===== config.mk =====
export PLATFORM = sky130hd
export DESIGN_NAME = wsm_mix
export DESIGN_NICKNAME = d
export VERILOG_FILES = /design/src/sv/wsm_pkg.sv /design/src/sv/wsm_mix.sv
export SDC_FILE = /design/constraint.sdc
export NUM_CORES = 1
export LEC_CHECK = 0
export BUFFER_PORTS_ARGS = -buffer_cell sky130_fd_sc_hd__buf_2
export CAP_MARGIN = 20
export CELL_PAD_IN_SITES_DETAIL_PLACEMENT = 1
export CELL_PAD_IN_SITES_GLOBAL_PLACEMENT = 1
export CORE_MARGIN = 2
export CORE_UTILIZATION = 45
export DETAILED_ROUTE_END_ITERATION = 10
export PLACE_DENSITY_LB_ADDON = 0.2
export SLEW_MARGIN = 10
export SYNTH_ARGS = -nofsm -noshare
export SYNTH_HDL_FRONTEND = slang
export SYNTH_SLANG_ARGS = --single-unit

===== constraint.sdc =====
create_clock -name i_clk -period 5.7 [get_ports i_clk]
set_input_delay 0.285 -clock i_clk [delete_from_list [all_inputs] [get_ports i_clk]]
set_output_delay 0.285 -clock i_clk [all_outputs]
set_load 0.05 [all_outputs]

===== src/sv/wsm_pkg.sv =====
`default_nettype none
package wsm_pkg;

    // Drive modes.
    localparam logic [2:0] MODE_PLAIN    = 3'd0;
    localparam logic [2:0] MODE_OMNI4    = 3'd1;
    localparam logic [2:0] MODE_MECANUM  = 3'd2;
    localparam logic [2:0] MODE_OMNI3    = 3'd3;
    localparam logic [2:0] MODE_DIFF     = 3'd4;
    localparam logic [2:0] MODE_DEBUG    = 3'd5;

    // Configuration register indexes.
    localparam logic [1:0] CFG_MODE  = 2'd0;
    localparam logic [1:0] CFG_LIMIT = 2'd1;
    localparam logic [1:0] CFG_GAIN  = 2'd2;
    localparam logic [1:0] CFG_MOTOR = 2'd3;

    localparam int IN_W   = 14;
    localparam int CMD_W  = 16;
    localparam int SPD_W  = 18;   // signed wheel speed before limiting
    localparam int MAG_W  = 17;   // magnitude of a wheel speed
    localparam int NUM_W  = 32;   // magnitude times limit
    localparam int QUO_W  = 16;
    localparam int DIV_STAGES = 4;

    localparam logic signed [15:0] SQRT3_HALF_Q15 = 16'sd28378;
    localparam logic signed [17:0] CMD_LIMIT      = 18'sd32767;

    typedef logic signed [SPD_W-1:0] t_spd;

    typedef struct packed {
        logic en0;
        logic en1;
    } t_mix_ctl;

    typedef struct packed {
        logic [DIV_STAGES-1:0] en;
    } t_div_ctl;

endpackage
`default_nettype wire


===== src/sv/wsm_mix.sv =====
`default_nettype none
module wsm_mix (
    input  wire logic                          i_clk,
    input  wire wsm_pkg::t_mix_ctl             i_ctl,
    input  wire logic [2:0]                    i_mode,
    input  wire logic [9:0]                    i_gain,
    input  wire logic signed [13:0]            i_x,
    input  wire logic signed [13:0]            i_y,
    input  wire logic signed [13:0]            i_w,
    output wsm_pkg::t_spd                      o_spd [4],
    output logic                               o_lim_en
);
    import wsm_pkg::*;

    // First stage: operands and the two products.
    logic signed [13:0] r_x, r_y, r_w;
    logic signed [24:0] r_pwg;
    logic signed [29:0] r_pcy;

    always_ff @(posedge i_clk) begin
        if (i_ctl.en0) begin
            r_x   <= i_x;
            r_y   <= i_y;
            r_w   <= i_w;
            r_pwg <= i_w * $signed({1'b0, i_gain});
            r_pcy <= i_y * SQRT3_HALF_Q15;
        end
    end

    // Second stage: mixing per mode.
    logic signed [33:0] n_xs, n_ys, n_ts, n_a, n_b, n_c;
    logic signed [SPD_W-1:0] n_t, n_xe, n_ye, n_we;
    logic signed [SPD_W-1:0] n_q3 [3];
    logic signed [16:0] n_tq;
    t_spd n_spd [4];
    logic n_lim;

    function automatic logic signed [SPD_W-1:0] div32k(input logic signed [33:0] v);
        logic signed [33:0] q;
        q = v >>> 15;
        if (v[33] && (v[14:0] != 15'd0)) begin
            q = q + 34'sd1;
        end
        return q[SPD_W-1:0];
    endfunction

    always_comb begin
        n_xe = {{(SPD_W-14){r_x[13]}}, r_x};
        n_ye = {{(SPD_W-14){r_y[13]}}, r_y};
        n_we = {{(SPD_W-14){r_w[13]}}, r_w};
        n_tq = r_pwg[24:8];
        if (r_pwg[24] && (r_pwg[7:0] != 8'd0)) begin
            n_tq = n_tq + 17'sd1;
        end
        n_t  = {n_tq[16], n_tq};
        n_xs = {{20{r_x[13]}}, r_x} <<< 14;
        n_ys = {{4{r_pcy[29]}}, r_pcy};
        n_ts = {{9{r_pwg[24]}}, r_pwg} <<< 7;
        n_a  = n_ys - n_xs + n_ts;
        n_b  = n_ts - n_xs - n_ys;
        n_c  = (n_xs <<< 1) + n_ts;
        n_q3[0] = div32k(n_a);
        n_q3[1] = div32k(n_b);
        n_q3[2] = div32k(n_c);
        for (int i = 0; i < 4; i++) begin
            n_spd[i] = '0;
        end
        n_lim = 1'b0;
        if (i_mode == MODE_PLAIN) begin
            n_spd[0] = n_ye + n_we;
            n_spd[1] = n_ye - n_we;
            n_spd[2] = n_ye - n_we;
            n_spd[3] = n_ye + n_we;
            n_lim    = 1'b1;
        end else if (i_mode == MODE_OMNI4 || i_mode == MODE_MECANUM) begin
            n_spd[0] = n_ye - n_xe + n_t;
            n_spd[1] = n_ye + n_xe - n_t;
            n_spd[2] = n_ye - n_xe - n_t;
            n_spd[3] = n_ye + n_xe + n_t;
            n_lim    = 1'b1;
        end else if (i_mode == MODE_OMNI3) begin
            n_spd[0] = n_q3[0];
            n_spd[1] = n_q3[1];
            n_spd[2] = n_q3[2];
        end else if (i_mode == MODE_DIFF) begin
            n_spd[0] = n_ye + n_we;
            n_spd[1] = n_ye - n_we;
            n_lim    = 1'b1;
        end
    end

    always_ff @(posedge i_clk) begin
        if (i_ctl.en1) begin
            o_spd    <= n_spd;
            o_lim_en <= n_lim;
        end
    end

endmodule
`default_nettype wire


==> out/results.ini <==
[status]
status=finished, final reports clean

[hold_path]
hold_depth=1
hold_end=r_y[1]
worstHoldStart=i_y[1]
hp-class=in2reg

[global_route]
grt_max_degree=75
grt_overflow_total=0
grt_use_total_pct=29.5
grt_first_pass_wirelength_um=143000
grt_pass1_vias=24499
antenna_found_initial=0

[timing]
max-slew-margin-rel_pct=25.5
drv_slew=0
tightest_slew_ns=1.11
rsz0062_at_grt=true
fin_crit_sh_pct=96.2
fin_crit_ns=5.48
finalHoldViolations=0
setup_violations=0
timing.fmax_mhz=182
fin_tns_setup_ns=0
final.setup_skew_ns=0.0207

[cells_and_area]
diodes=0
nets=3959
area_delta_synth_final_pct=9.75
drive_gt1_share_pct=9.01

[clock_network]
cts_tree=done
cts.clk_slew.worst_paths_ns=0.07
clock-sinks=167
htreeDepth=4
numCtsBuffers=17
root_buffer=clkbuf_16
clock_path_buffers=2
clk_latency_ns=0.50

[synthesis]
synth.avg_cell_area_um2=8.95
synth-edff-count=167
synth_warnings=0
synth_seq_area_share_pct=18.1
postSynthCellCount=3098
ys_ff_latch=167
yosys.cell_types.count=92
async_flop_share_pct=0
syn_area_um2=27700
syn_nets=3795
synth_flop_cell=edfxtp_1

[critical_path]
crit_type=reg2reg
cp_data_arrival_time_ns=5.71
rr_startpoint=r_y[0]
worst-r2r-setup-slack_ns=0.22
crit_required_ns=5.93
slowest_delay_ns=0.44
cp_common_cell=a21oi_1
critPathSlowestCell=edfxtp_1
r2r-end=o_spd[70]
reg2reg_depth=25
worstSetupEndpointType=flop
start_kind=flop
path_max_fanout=3

[detailed_routing]
postRouteAntennaNets=0
drt_iter0_markers=1448
wl_um=93200
drt_pass1_iterations=5
via_per_inst=5.67
vias=23022
wl_per_cell_um=23.0
drc=0

[floorplanning]
core_region_area_um2=60600
io_pins=131
rows=90
die_width_um=252
die_h_um=252
die_area_um2=63600
start_util_pct=45.7

[placed_design]
io_buffers=130
place_congestion=0.988
dp_hpwl_um=80300

[job]
cap_violations=0

==> per-stage QoR <==
| stage | setup slack (ns) | area [um^2] | hold WS (ns) | cells | utilization, % |
|---|---|---|---|---|---|
| CTS | 0.106 | 30400 | 0.00849 | 4057 | 50.2 |
| floorplan | 0.303 | 27700 | 0.384 | 3098 | - |
| finish | 0.218 | 30400 | 0.0293 | 4057 | 50.2 |
| global route | -0.0150 | 30400 | 0.0249 | 4057 | 50.2 |
| detailed placement | -0.267 | 29700 | 0.464 | 4012 | 49.0 |
| global placement | -0.0248 | 29700 | 0.462 | 4012 | 49.0 |
==> sequential cells by signal, indices dropped and copies added, names as in the netlist <==
name and cells:
r_x 14, r_pcy 27, r_w 14, r_y 14
o_lim_en 1, o_spd 72, r_pwg 25
==> worst max-delay path, delay by kind of cell, from the launching register on <==
family / cells / cell delay [ns]
AOI/OAI and AO/OA: 13 / 2.48
buffers and inverters: 4 / 0.54
adders and majority gates: 3 / 0.85
xor gates and xnor gates: 2 / 0.26
DFF: 1 / 0.44
and+or+nand+nor: 3 / 0.63
==> logic make-up (layout without fill, tap and decap cells) <==
logic type	Yosys count	after routing	synth area share, %
fa+ha+maj	639	639	35.7
simple gates	763	763	14.0
buf+inv	641	818	8.74
xor+xnor	242	242	7.65
compound gates	633	633	15.4
flops	167	167	18.1
mux	13	13	0.483
==> repair_timing <==
action                     4_1_cts  5_1_grt
setup endpoints to repair        0        7
hold endpoints to repair        13        0
gates resized for setup          0        9
hold buffers                    13        0
setup buffers                    0        0
==> layer usage <==
| metal | vias up | routed length (um) | track usage, % |
|---|---|---|---|
| li1 | 10766 | - | - |
| met3 | 117 | 3770 | 2.72 |
| met4 | 0 | 3200 | 10.6 |
| met5 | - | 0 | 0 |
| met1 | 11554 | 43400 | 40.5 |
| met2 | 585 | 42900 | 48.7 |
==> how the worst max path moves through the flow <==
stage / startpoint / end / slack (ns) / cells past startpoint
2_1_floorplan: i_y[2] / r_pcy[25] / 0.30 / 18
6_report: r_y[0] / o_spd[70] / 0.22 / 25
5_1_grt: r_pwg[2] / o_spd[70] / -0.02 / 21
3_3_place_gp: i_y[2] / r_pcy[28] / -0.02 / 22
3_5_place_dp: i_y[2] / r_pcy[28] / -0.27 / 22
4_1_cts: r_y[0] / o_spd[70] / 0.11 / 25
==> synth_stat cells, types with 12 or more instances <==
library cell / n / area (um^2)
nand4_1: 27 / 169
xnor2_1: 179 / 1570
a211oi_1: 16 / 120
o21bai_1: 45 / 338
o211ai_1: 18 / 135
a21o_1: 60 / 450
and3_1: 30 / 188
nor4_1: 14 / 87.6
nand2b_1: 35 / 219
a21oi_1: 174 / 871
clkbuf_1: 72 / 270
nor3_1: 58 / 290
o221ai_1: 23 / 201
a31oi_1: 16 / 100
and2_1: 84 / 526
xor2_1: 63 / 552
nand3_1: 52 / 260
or3_1: 19 / 119
nand2_1: 214 / 803
o21ai_0: 105 / 526
o31ai_1: 13 / 97.6
edfxtp_1: 167 / 5010
ha_1: 387 / 4840
o21a_1: 15 / 113
inv_1: 558 / 2090
fa_1: 252 / 5040
o22ai_1: 14 / 87.6
nor2b_1: 30 / 188
or2_2: 12 / 75.1
a22oi_1: 20 / 150
nor2_1: 142 / 533
==> cells in the final DEF (no fill, tap or decap), types with 19 or more instances in the layout <==
cell      Yosys  layout
xor2_1       63      63
or3_1        19      19
nand2b_1     35      35
buf_4         2      86
and2_1       84      84
nand3_1      52      52
nor2b_1      30      29
buf_2         6     129
nor3_1       58      57
a22oi_1      20      20
nor2_1      142     142
xnor2_1     179     179
and3_1       30      30
edfxtp_1    167     167
a21oi_1     174     172
a21o_1       60      60
ha_1        387     387
o221ai_1     23      23
nand4_1      27      27
nand2_1     214     214
o21bai_1     45      45
fa_1        252     252
inv_1       558     558
o21ai_0     105     101
==> area by class of cell <==
cell class,count,area [um^2]
flip-flops and latches,167,5010
fillers,7078,30200
clock inverters,15,184
inverters,558,2090
repair buffers,228,1420
clock buffers,17,425
multi-input cells,2290,20300
well taps,782,978
Power is not shown: default switching activity piles up to over one toggle a cycle in this logic, so the estimate is an artifact.
