<file path="config.mk">
export PLATFORM = sky130hd
export DESIGN_NAME = wsm_div
export DESIGN_NICKNAME = d
export VERILOG_FILES = /design/src/sv/wsm_pkg.sv /design/src/sv/wsm_div.sv
export SDC_FILE = /design/constraint.sdc
export NUM_CORES = 1
export LEC_CHECK = 0
export ABC_AREA = 0
export ABC_CLOCK_PERIOD_IN_PS = 12500
export BUFFER_PORTS_ARGS = -buffer_cell sky130_fd_sc_hd__buf_2
export CAP_MARGIN = 10
export CORE_ASPECT_RATIO = 0.8
export CORE_MARGIN = 2
export CORE_UTILIZATION = 49
export DETAILED_ROUTE_END_ITERATION = 10
export GPL_TIMING_DRIVEN = 0
export PLACE_DENSITY = 0.77
export SLEW_MARGIN = 5
export SYNTH_ARGS = -nofsm -noshare
export SYNTH_HDL_FRONTEND = slang
export SYNTH_SLANG_ARGS = --single-unit
</file>
<file path="constraint.sdc">
create_clock -name i_clk -period 12.5 [get_ports i_clk]
set_input_delay 1.25 -clock i_clk [delete_from_list [all_inputs] [get_ports i_clk]]
set_output_delay 1.25 -clock i_clk [all_outputs]
set_load 0.03 [all_outputs]
</file>
<file path="src/sv/wsm_pkg.sv">
`default_nettype none
package wsm_pkg;

    // Drive modes.
    localparam logic [2:0] MODE_PLAIN    = 3'd0;
    localparam logic [2:0] MODE_OMNI4    = 3'd1;
    localparam logic [2:0] MODE_MECANUM  = 3'd2;
    localparam logic [2:0] MODE_OMNI3    = 3'd3;
    localparam logic [2:0] MODE_DIFF     = 3'd4;
    localparam logic [2:0] MODE_DEBUG    = 3'd5;

    // Configuration register indexes.
    localparam logic [1:0] CFG_MODE  = 2'd0;
    localparam logic [1:0] CFG_LIMIT = 2'd1;
    localparam logic [1:0] CFG_GAIN  = 2'd2;
    localparam logic [1:0] CFG_MOTOR = 2'd3;

    localparam int IN_W   = 14;
    localparam int CMD_W  = 16;
    localparam int SPD_W  = 18;   // signed wheel speed before limiting
    localparam int MAG_W  = 17;   // magnitude of a wheel speed
    localparam int NUM_W  = 32;   // magnitude times limit
    localparam int QUO_W  = 16;
    localparam int DIV_STAGES = 4;

    localparam logic signed [15:0] SQRT3_HALF_Q15 = 16'sd28378;
    localparam logic signed [17:0] CMD_LIMIT      = 18'sd32767;

    typedef logic signed [SPD_W-1:0] t_spd;

    typedef struct packed {
        logic en0;
        logic en1;
    } t_mix_ctl;

    typedef struct packed {
        logic [DIV_STAGES-1:0] en;
    } t_div_ctl;

endpackage
`default_nettype wire

</file>
<file path="src/sv/wsm_div.sv">
`default_nettype none
module wsm_div (
    input  wire logic                          i_clk,
    input  wire wsm_pkg::t_div_ctl             i_ctl,
    input  wire logic [wsm_pkg::NUM_W-1:0]     i_num,
    input  wire logic [wsm_pkg::MAG_W-1:0]     i_den,
    input  wire logic [wsm_pkg::MAG_W-1:0]     i_mag,
    input  wire logic                          i_neg,
    output logic [wsm_pkg::QUO_W-1:0]          o_quo,
    output logic [wsm_pkg::MAG_W-1:0]          o_mag,
    output logic                               o_neg
);
    import wsm_pkg::*;

    localparam int STEPS = QUO_W / DIV_STAGES;

    // Restoring division, four quotient bits per stage. The quotient is known
    // to fit in sixteen bits, so the top half of the numerator starts as the
    // partial remainder.
    logic [MAG_W-1:0] r_rem [DIV_STAGES];
    logic [QUO_W-1:0] r_low [DIV_STAGES];
    logic [QUO_W-1:0] r_quo [DIV_STAGES];
    logic [MAG_W-1:0] r_den [DIV_STAGES];
    logic [MAG_W-1:0] r_mag [DIV_STAGES];
    logic             r_neg [DIV_STAGES];

    for (genvar j = 0; j < DIV_STAGES; j++) begin : g_st
        logic [MAG_W-1:0] n_rem, s_rem, s_den, s_mag;
        logic [QUO_W-1:0] n_low, n_quo, s_low, s_quo;
        logic             s_neg;
        logic [MAG_W:0]   n_t;

        if (j == 0) begin : g_src
            assign s_rem = {1'b0, i_num[NUM_W-1:QUO_W]};
            assign s_low = i_num[QUO_W-1:0];
            assign s_quo = '0;
            assign s_den = i_den;
            assign s_mag = i_mag;
            assign s_neg = i_neg;
        end else begin : g_src
            assign s_rem = r_rem[j-1];
            assign s_low = r_low[j-1];
            assign s_quo = r_quo[j-1];
            assign s_den = r_den[j-1];
            assign s_mag = r_mag[j-1];
            assign s_neg = r_neg[j-1];
        end

        always_comb begin
            n_rem = s_rem;
            n_low = s_low;
            n_quo = s_quo;
            n_t   = '0;
            for (int k = 0; k < STEPS; k++) begin
                n_t   = {n_rem, n_low[QUO_W-1]};
                n_low = {n_low[QUO_W-2:0], 1'b0};
                if (n_t >= {1'b0, s_den}) begin
                    n_rem = MAG_W'(n_t - {1'b0, s_den});
                    n_quo = {n_quo[QUO_W-2:0], 1'b1};
                end else begin
                    n_rem = n_t[MAG_W-1:0];
                    n_quo = {n_quo[QUO_W-2:0], 1'b0};
                end
            end
        end

        always_ff @(posedge i_clk) begin
            if (i_ctl.en[j]) begin
                r_rem[j] <= n_rem;
                r_low[j] <= n_low;
                r_quo[j] <= n_quo;
                r_den[j] <= s_den;
                r_mag[j] <= s_mag;
                r_neg[j] <= s_neg;
            end
        end
    end

    assign o_quo = r_quo[DIV_STAGES-1];
    assign o_mag = r_mag[DIV_STAGES-1];
    assign o_neg = r_neg[DIV_STAGES-1];

endmodule
`default_nettype wire

</file>
==> reports/results.tsv, run 1 <==
stage	metric	value	unit
logic_synthesis	synth_fa_ha_area_frac	0.1690	
logic_synthesis	synth_top_family_by_area	compound AO/OA/AOI/OAI gates	
grt	grt_pass1_wl	90440	um
clock_network	insertion_delay	0.57	ns
worst_setup_path	rr_endpoint	r_rem[1][11]	
grt	grt_max_degree	69	
logic_synthesis	ys_warn_count	0	
worst_setup_path	crit_path_end	r_rem[1][11]	
floorplanning	boundaryPins	106	
layout	area_delta_synth_final	11.95	%
drt	antenna_left	0	
logic_synthesis	syn_inst	2258	
drt	wirelength	57810	um
worst_setup_path	cp_max_fo	10	
placement	port_buffers	105	
logic_synthesis	synth_fp_nets	2617	
drt	wl_per_cell	19.02	um
logic_synthesis	synthFlopType	edfxtp_1	
worst_setup_path	cp_common_cell	a21oi_1	
timing	hold_violations	0	
timing	drv_slew	0	
logic_synthesis	synth-xor-area-share	0.07992	
worst_setup_path	critPathSlowestCell	fa_1	
logic_synthesis	async_reset_ff_frac	0	
clock_network	cts_tree	yes	
logic_synthesis	synth.area.top_cells	edfxtp_1, ha_1, mux2_2	
worst_setup_path	r2r_cells	47	
timing	setup-violations-final	0	
timing	fin_crit	12.07	ns
floorplanning	die_w	240.5	um
logic_synthesis	syn_area	21920	sq um
drt	dr.pass1.iters	6	
worst_setup_path	crit_start	r_low[0][11]	
clock_network	h-tree-depth	1	
logic_synthesis	synth-seq-cells	238	
layout	drive_above_1_share	0.1572	
worst_setup_path	start_kind	register	
floorplanning	initial_core_util	0.4949	
logic_synthesis	synth_mux_area_frac	0.07815	
layout	utilization	0.5541	
timing	whs	0.4132	ns
drt	num_vias	18247	
timing	maxSlewHeadroom	0.4226	
logic_synthesis	yosys.area_share.simple	0.1200	
timing	finClkSkew	0.02206	ns
min_path	hold_class	reg2reg	
clock_network	clk_path_buf_depth	3	
placement	routabilityCongestion	0.9678	
floorplanning	core-area	44290	sq um
logic_synthesis	synth_area_leader_cell	edfxtp_1	
logic_synthesis	synth_edf_count	238	
worst_setup_path	cp.required	12.82	ns
worst_setup_path	reg2reg_slack	0.43	ns
clock_network	cts_made_buffers	26	
logic_synthesis	synth_compound_area_frac	0.1940	
floorplanning	die_area	46450	sq um
floorplanning	placementRows	69	
logic_synthesis	synth_area_per_cell	9.707	sq um
grt	antenna_found_initial	3	
worst_setup_path	worst-setup-path-type	reg2reg	
job	maxCapViolCount	0	
clock_network	cts_sinks	238	
drt	viasPerCell	6.002	
drt	drtIter0Drc	1688	
logic_synthesis	yosysUniqueCellTypes	86	
layout	final_net_count	2776	
grt	grt_pass1_vias	16952	
min_path	hold_depth	0	
clock_network	clockRootBuffer	clkbuf_16	
timing	worst_slew_pin_slew	0.8661	ns
floorplanning	die_h	193.2	um
worst_setup_path	crit_arrival	12.39	ns
logic_synthesis	synth.yosys.seq_area_share	0.3261	
grt	grt-ovfl-total	0	
placement	hpwlAfterDp	46030	um
worst_setup_path	critPathCaptureType	register	
worst_setup_path	reg2reg_from	r_low[0][11]	
timing	period_share	0.9658	
drt	drc_errors	0	
logic_synthesis	synth_top_area_share	0.3261	
timing	clock.fmax	0.08284	GHz
grt	grt_usage	0.2447	
clock_network	worst_setup_hold_path_clk_slew	0.07	ns
worst_setup_path	max_stage_delay	0.46	ns
run_status	status	completed	
## synthesized netlist by cell type (all sizes together) (5+ instances only)
master,number
o22ai,6
a2111oi,12
xor2,63
o31a,5
o311ai,5
o41ai,8
and3,9
a21o,94
a31o,8
xnor2,137
nand2,149
fa,15
inv,153
nor4,8
a211oi,14
o211ai,14
or3,12
edfxtp,238
nor2b,38
mux2,137
mux2i,17
nand4,39
ha,272
or4,5
nand3,25
a21oi,203
buf,8
clkbuf,24
o31ai,18
a211o,13
nand2b,35
o21bai,18
nor3,41
a31oi,18
and2,11
o21a,26
or2,11
o21ai,147
a221oi,5
nor2,145
## cell type report
cell class,instances,area (sq um)
Fill cell,3839,19750
Multi-Input combinational cell,1834,14210
Sequential cell,238,7147
Timing Repair Buffer,133,780.7
Tap cell,603,754.5
Clock buffer,26,650.6
Inverter,154,579.3
Clock inverter,21,247.7
Buffer,30,163.9
Antenna cell,1,2.502
## cells in the final DEF (no fill, tap or decap), drive strengths merged, types with 6 or more instances in the layout
cell type,Yosys,final
clkinv,1,14
o21bai,18,18
nand4,39,39
a31o,8,8
o21ai,147,147
xor2,63,63
buf,8,139
and2,11,11
a2111oi,12,12
a21oi,203,203
a31oi,18,18
mux2i,17,17
o21a,26,26
nor3,41,41
o31ai,18,18
clkbuf,24,50
inv,153,154
and3,9,9
o22ai,6,6
nand2b,35,35
nand3,25,25
o211ai,14,14
nor2b,38,38
mux2,137,137
or3,12,12
a211o,13,13
o41ai,8,8
or2,11,11
nor4,8,8
nand2,149,149
ha,272,272
a21o,94,94
a211oi,14,14
xnor2,137,137
edfxtp,238,238
nor2,145,145
fa,15,15
## critical path: cells and delay by family (launching register included)
kind / cells / cell delay (ns)
DFF: 1 / 0.42
muxes: 1 / 0.35
AOI/OAI and AO/OA: 30 / 7.12
buffers and inverters: 8 / 1.64
adders and majority gates: 5 / 1.83
and+or+nand+nor: 3 / 0.41
## what timing repair did
item,in CTS,in global routing
setup buffers,13,12
pin swaps,6,10
resized for setup,24,36
endpoints found under the setup margin,54,55
hold buffers,0,0
## layer usage
layer	track usage	vias to the layer above	part of all wire
li1	-	8779	-
met1	0.3694	8673	0.48
met2	0.3632	730	0.41
met3	0.04143	63	0.086
met4	0.05590	2	0.021
met5	0.009404	-	0.00097
## worst min path at each step
stage / to / slack (ns) / from
floorplan: r_low[1][10] / 0.40 / r_low[0][6]
global placement: r_mag[2][1] / 0.40 / r_mag[1][1]
detailed placement: r_low[1][4] / 0.40 / r_low[0][0]
CTS: r_quo[3][9] / 0.42 / r_quo[2][5]
global route: r_quo[2][8] / 0.42 / r_quo[1][4]
finish: r_quo[3][9] / 0.41 / r_quo[2][5]
## registers in the layout (all words and copies together), names as in the netlist
signal,count
r_rem,51
r_den,51
r_neg,4
r_quo,40
r_mag,68
r_low,24
## logic make-up after synthesis
logic type,count (synthesis)
AOI/OAI and AO/OA,651
and+or+nand+nor,542
adders and majority gates,287
DFF,238
xor gates and xnor gates,200
buffers and inverters,186
muxes,154
## stage by stage
step	setup slack [ns]	setup TNS, ns	area, sq um	std cells
after CTS	0.02274	0	24330	3026
final	0.4279	0	24540	3040
after global placement	-2.118	-65.81	23200	2966
after global routing	-0.02879	-0.04647	24540	3040
after floorplan	1.502	0	21920	2258
after detailed placement	-2.434	-81.46	23260	2968
Power of run 1 is not shown: default switching activity piles up to over one toggle a cycle in this logic, so the estimate is an artifact.
==> inputs of run 2 (changes only) <==
--- a/config.mk
+++ b/config.mk
@@ -5,7 +5,7 @@
 export SDC_FILE = /design/constraint.sdc
 export NUM_CORES = 1
 export LEC_CHECK = 0
-export ABC_AREA = 0
+export ABC_AREA = 1
 export ABC_CLOCK_PERIOD_IN_PS = 12500
 export BUFFER_PORTS_ARGS = -buffer_cell sky130_fd_sc_hd__buf_2
 export CAP_MARGIN = 10
@@ -15,6 +15,7 @@
 export DETAILED_ROUTE_END_ITERATION = 10
 export GPL_TIMING_DRIVEN = 0
 export PLACE_DENSITY = 0.77
+export REMOVE_ABC_BUFFERS = 1
 export SLEW_MARGIN = 5
 export SYNTH_ARGS = -nofsm -noshare
 export SYNTH_HDL_FRONTEND = slang
==> run 2 against run 1 <==
Compared with the run above: sequential share of layout area decreased by 1.3 points; count of clock-buffer cells in the layout increased by 1; synthesized area increased by 8.4%; die area increased by 8.2%; register-to-register slack improved by 2.2 ns; synthesized cell count increased by 41%; final area increased by 4.9%; critical endpoint is now r_quo[3][0]; final cell count increased by 29%.
==> reports/results.tsv, run 2 <==
stage	metric	value	unit
layout	reg_top3	r_mag: 68 flops, r_den: 51 flops, r_rem: 51 flops	
logic_synthesis	synth_area_per_cell	7.457	sq um
layout	final_net_count	3639	
layout	largest_reg_flops	68	
clock_network	insertion_delay	0.56	ns
floorplanning	core-area	48110	sq um
logic_synthesis	syn_inst	3185	
layout	final_common_cell	nand2_1	
layout	largest-register	r_mag	
logic_synthesis	syn_area	23750	sq um
drt	dr.pass1.iters	6	
drt	wirelength	60480	um
logic_synthesis	ys_warn_count	0	
drt	viasPerCell	5.364	
clock_network	clk_path_buf_depth	3	
timing	worst_slew_pin_slew	0.9019	ns
clock_network	h-tree-depth	1	
placement	routabilityCongestion	0.9754	
placement	hpwlAfterDp	49090	um
worst_setup_path	critPathCaptureType	register	
worst_setup_path	cp.required	12.81	ns
worst_setup_path	cp_max_fo	23	
logic_synthesis	async_reset_ff_frac	0	
grt	use_met3	0.03747	
placement	dp_cells	3881	
timing	final.setup.tns	0	ns
drt	num_vias	21084	
logic_synthesis	synth_edf_count	238	
logic_synthesis	synth.yosys.seq_area_share	0.3009	
min_path	hold_class	reg2reg	
timing	setup-violations-final	0	
grt	use_met2	0.3623	
logic_synthesis	yosysMostFrequentCell	nand2_1	
timing	fin_crit	9.844	ns
logic_synthesis	synth_top_area_share	0.3009	
floorplanning	die_area	50260	sq um
worst_setup_path	start_kind	register	
timing	drv_slew	0	
layout	regArea	7147	sq um
clock_network	post_cts_buffers	0	
placement	placed_area	24840	sq um
logic_synthesis	synth-seq-cells	238	
drt	drc_errors	0	
clock_network	worst_setup_hold_path_clk_slew	0.07	ns
layout	area_delta_synth_final	8.329	%
clock_network	postCtsHoldBufs	0	
layout	fillers	4623	
grt	grt_pass1_vias	19479	
timing	hold_violations	0	
job	maxCapViolCount	0	
grt	grt_max_degree	69	
layout	utilization	0.5349	
placement	port_buffers	105	
floorplanning	boundaryPins	106	
grt	grt_pass1_wl	99010	um
clock_network	cts_made_buffers	25	
clock_network	cts_sinks	238	
grt	grt-ovfl-total	0	
floorplanning	die_w	250.2	um
clock_network	post_cts_resize_count	0	
clock_network	cts_tree	yes	
layout	fin_cells	3931	
logic_synthesis	synth_area_leader_cell	edfxtp_1	
layout	final_cell_mix	nand2_1, inv_1, ha_1	
drt	drtIter0Drc	2018	
worst_setup_path	cp_common_cell	nand2_1	
grt	grt_usage	0.2401	
logic_synthesis	synthFlopType	edfxtp_1	
logic_synthesis	yosys-top-cells-count	nand2_1, inv_1, ha_1, edfxtp_1, a21oi_1	
floorplanning	placementRows	72	
drt	antenna_left	0	
floorplanning	die_h	200.9	um
logic_synthesis	yosysUniqueCellTypes	51	
layout	drive_above_1_share	0.08306	
worst_setup_path	crit_arrival	10.16	ns
grt	antenna_found_initial	3	
timing	finClkSkew	0.01178	ns
grt	grtUsageMet1	0.3570	
timing	rsz0062_at_grt	false	
timing	period_share	0.7875	
drt	wl_per_cell	15.39	um
floorplanning	initial_core_util	0.4937	
worst_setup_path	critPathSlowestCell	edfxtp_1	
timing	clock.fmax	0.1016	GHz
worst_setup_path	max_stage_delay	0.47	ns
timing	maxSlewHeadroom	0.3987	
layout	final_area	25730	sq um
run_status	status	completed	
layout	multi_input_area	14880	sq um
grt	busiest_layer	met2	
logic_synthesis	synth.area.top_cells	edfxtp_1, nand2_1, ha_1	
clock_network	clockRootBuffer	clkbuf_16	
worst_setup_path	worst-setup-path-type	reg2reg	
run 2: changes by cell type after synthesis, sizes merged, moves of 31 or more:
cell    change
mux2      -137
o21ai      +59
nor2       +66
xnor2      -53
inv       +224
nand2b     -35
a21o       -69
nand3     +133
xor2       +41
nor2b      -38
buf        +31
nand2     +898
run 2: layout make-up:
| class | instances | share of cell area |
|---|---|---|
| multi-input combinational | 2528 | 0.5783 |
| clock inverter | 19 | 0.009239 |
| antenna | 3 | 0.0002918 |
| timing repair buffer | 109 | 0.02402 |
| clock buffer | 27 | 0.02461 |
| tap | 629 | 0.03059 |
| inverter | 378 | 0.05514 |
| sequential | 238 | 0.2778 |
run 2: stage by stage:
stage	hold slack [ns]	setup WS [ns]
2_1_floorplan	0.4003	4.746
3_3_place_gp	0.4003	2.118
3_5_place_dp	0.4045	2.810
4_1_cts	0.4108	2.816
5_1_grt	0.4228	1.724
6_report	0.4070	2.656
run 2: routing by layer:
| layer | vias to the layer above | wire length, um |
|---|---|---|
| met2 | 681 | 25300 |
| met4 | 0 | 1399 |
| li1 | 10860 | - |
| met5 | - | 0 |
| met3 | 84 | 4502 |
| met1 | 9459 | 29280 |
run 2: cells by family (layout without fill, tap and decap cells):
logic type	Yosys count	count (layout)	share of synthesized area
XOR/XNOR	188	188	0.06933
AO/OA/AOI/OAI	548	548	0.1306
buffers and inverters	419	533	0.07275
adder cells (fa/ha/maj)	287	287	0.1559
flip-flops	238	238	0.3009
AND/OR/NAND/NOR	1505	1505	0.2705
other	0	3	0
run 2: path summary, 6_finish.rpt:
path	from	endpoint	slack [ns]	depth (start not counted)
setup / recovery	r_den[2][0]	r_quo[3][0]	2.66	48
hold / removal	r_mag[0][16]	r_mag[1][16]	0.41	0
setup reg to reg	r_den[2][0]	r_quo[3][0]	2.66	48
hold reg to reg	r_mag[0][16]	r_mag[1][16]	0.41	0
run 2: worst max-delay path: cells and delay by family, from the launching register on:
kind	cells	cell delay (ns)
compound gates	12	2.55
fa+ha+maj	5	1.36
flops	1	0.47
buf+inv	8	1.27
simple gates	23	3.91
Power of run 2 is left out for the same reason.
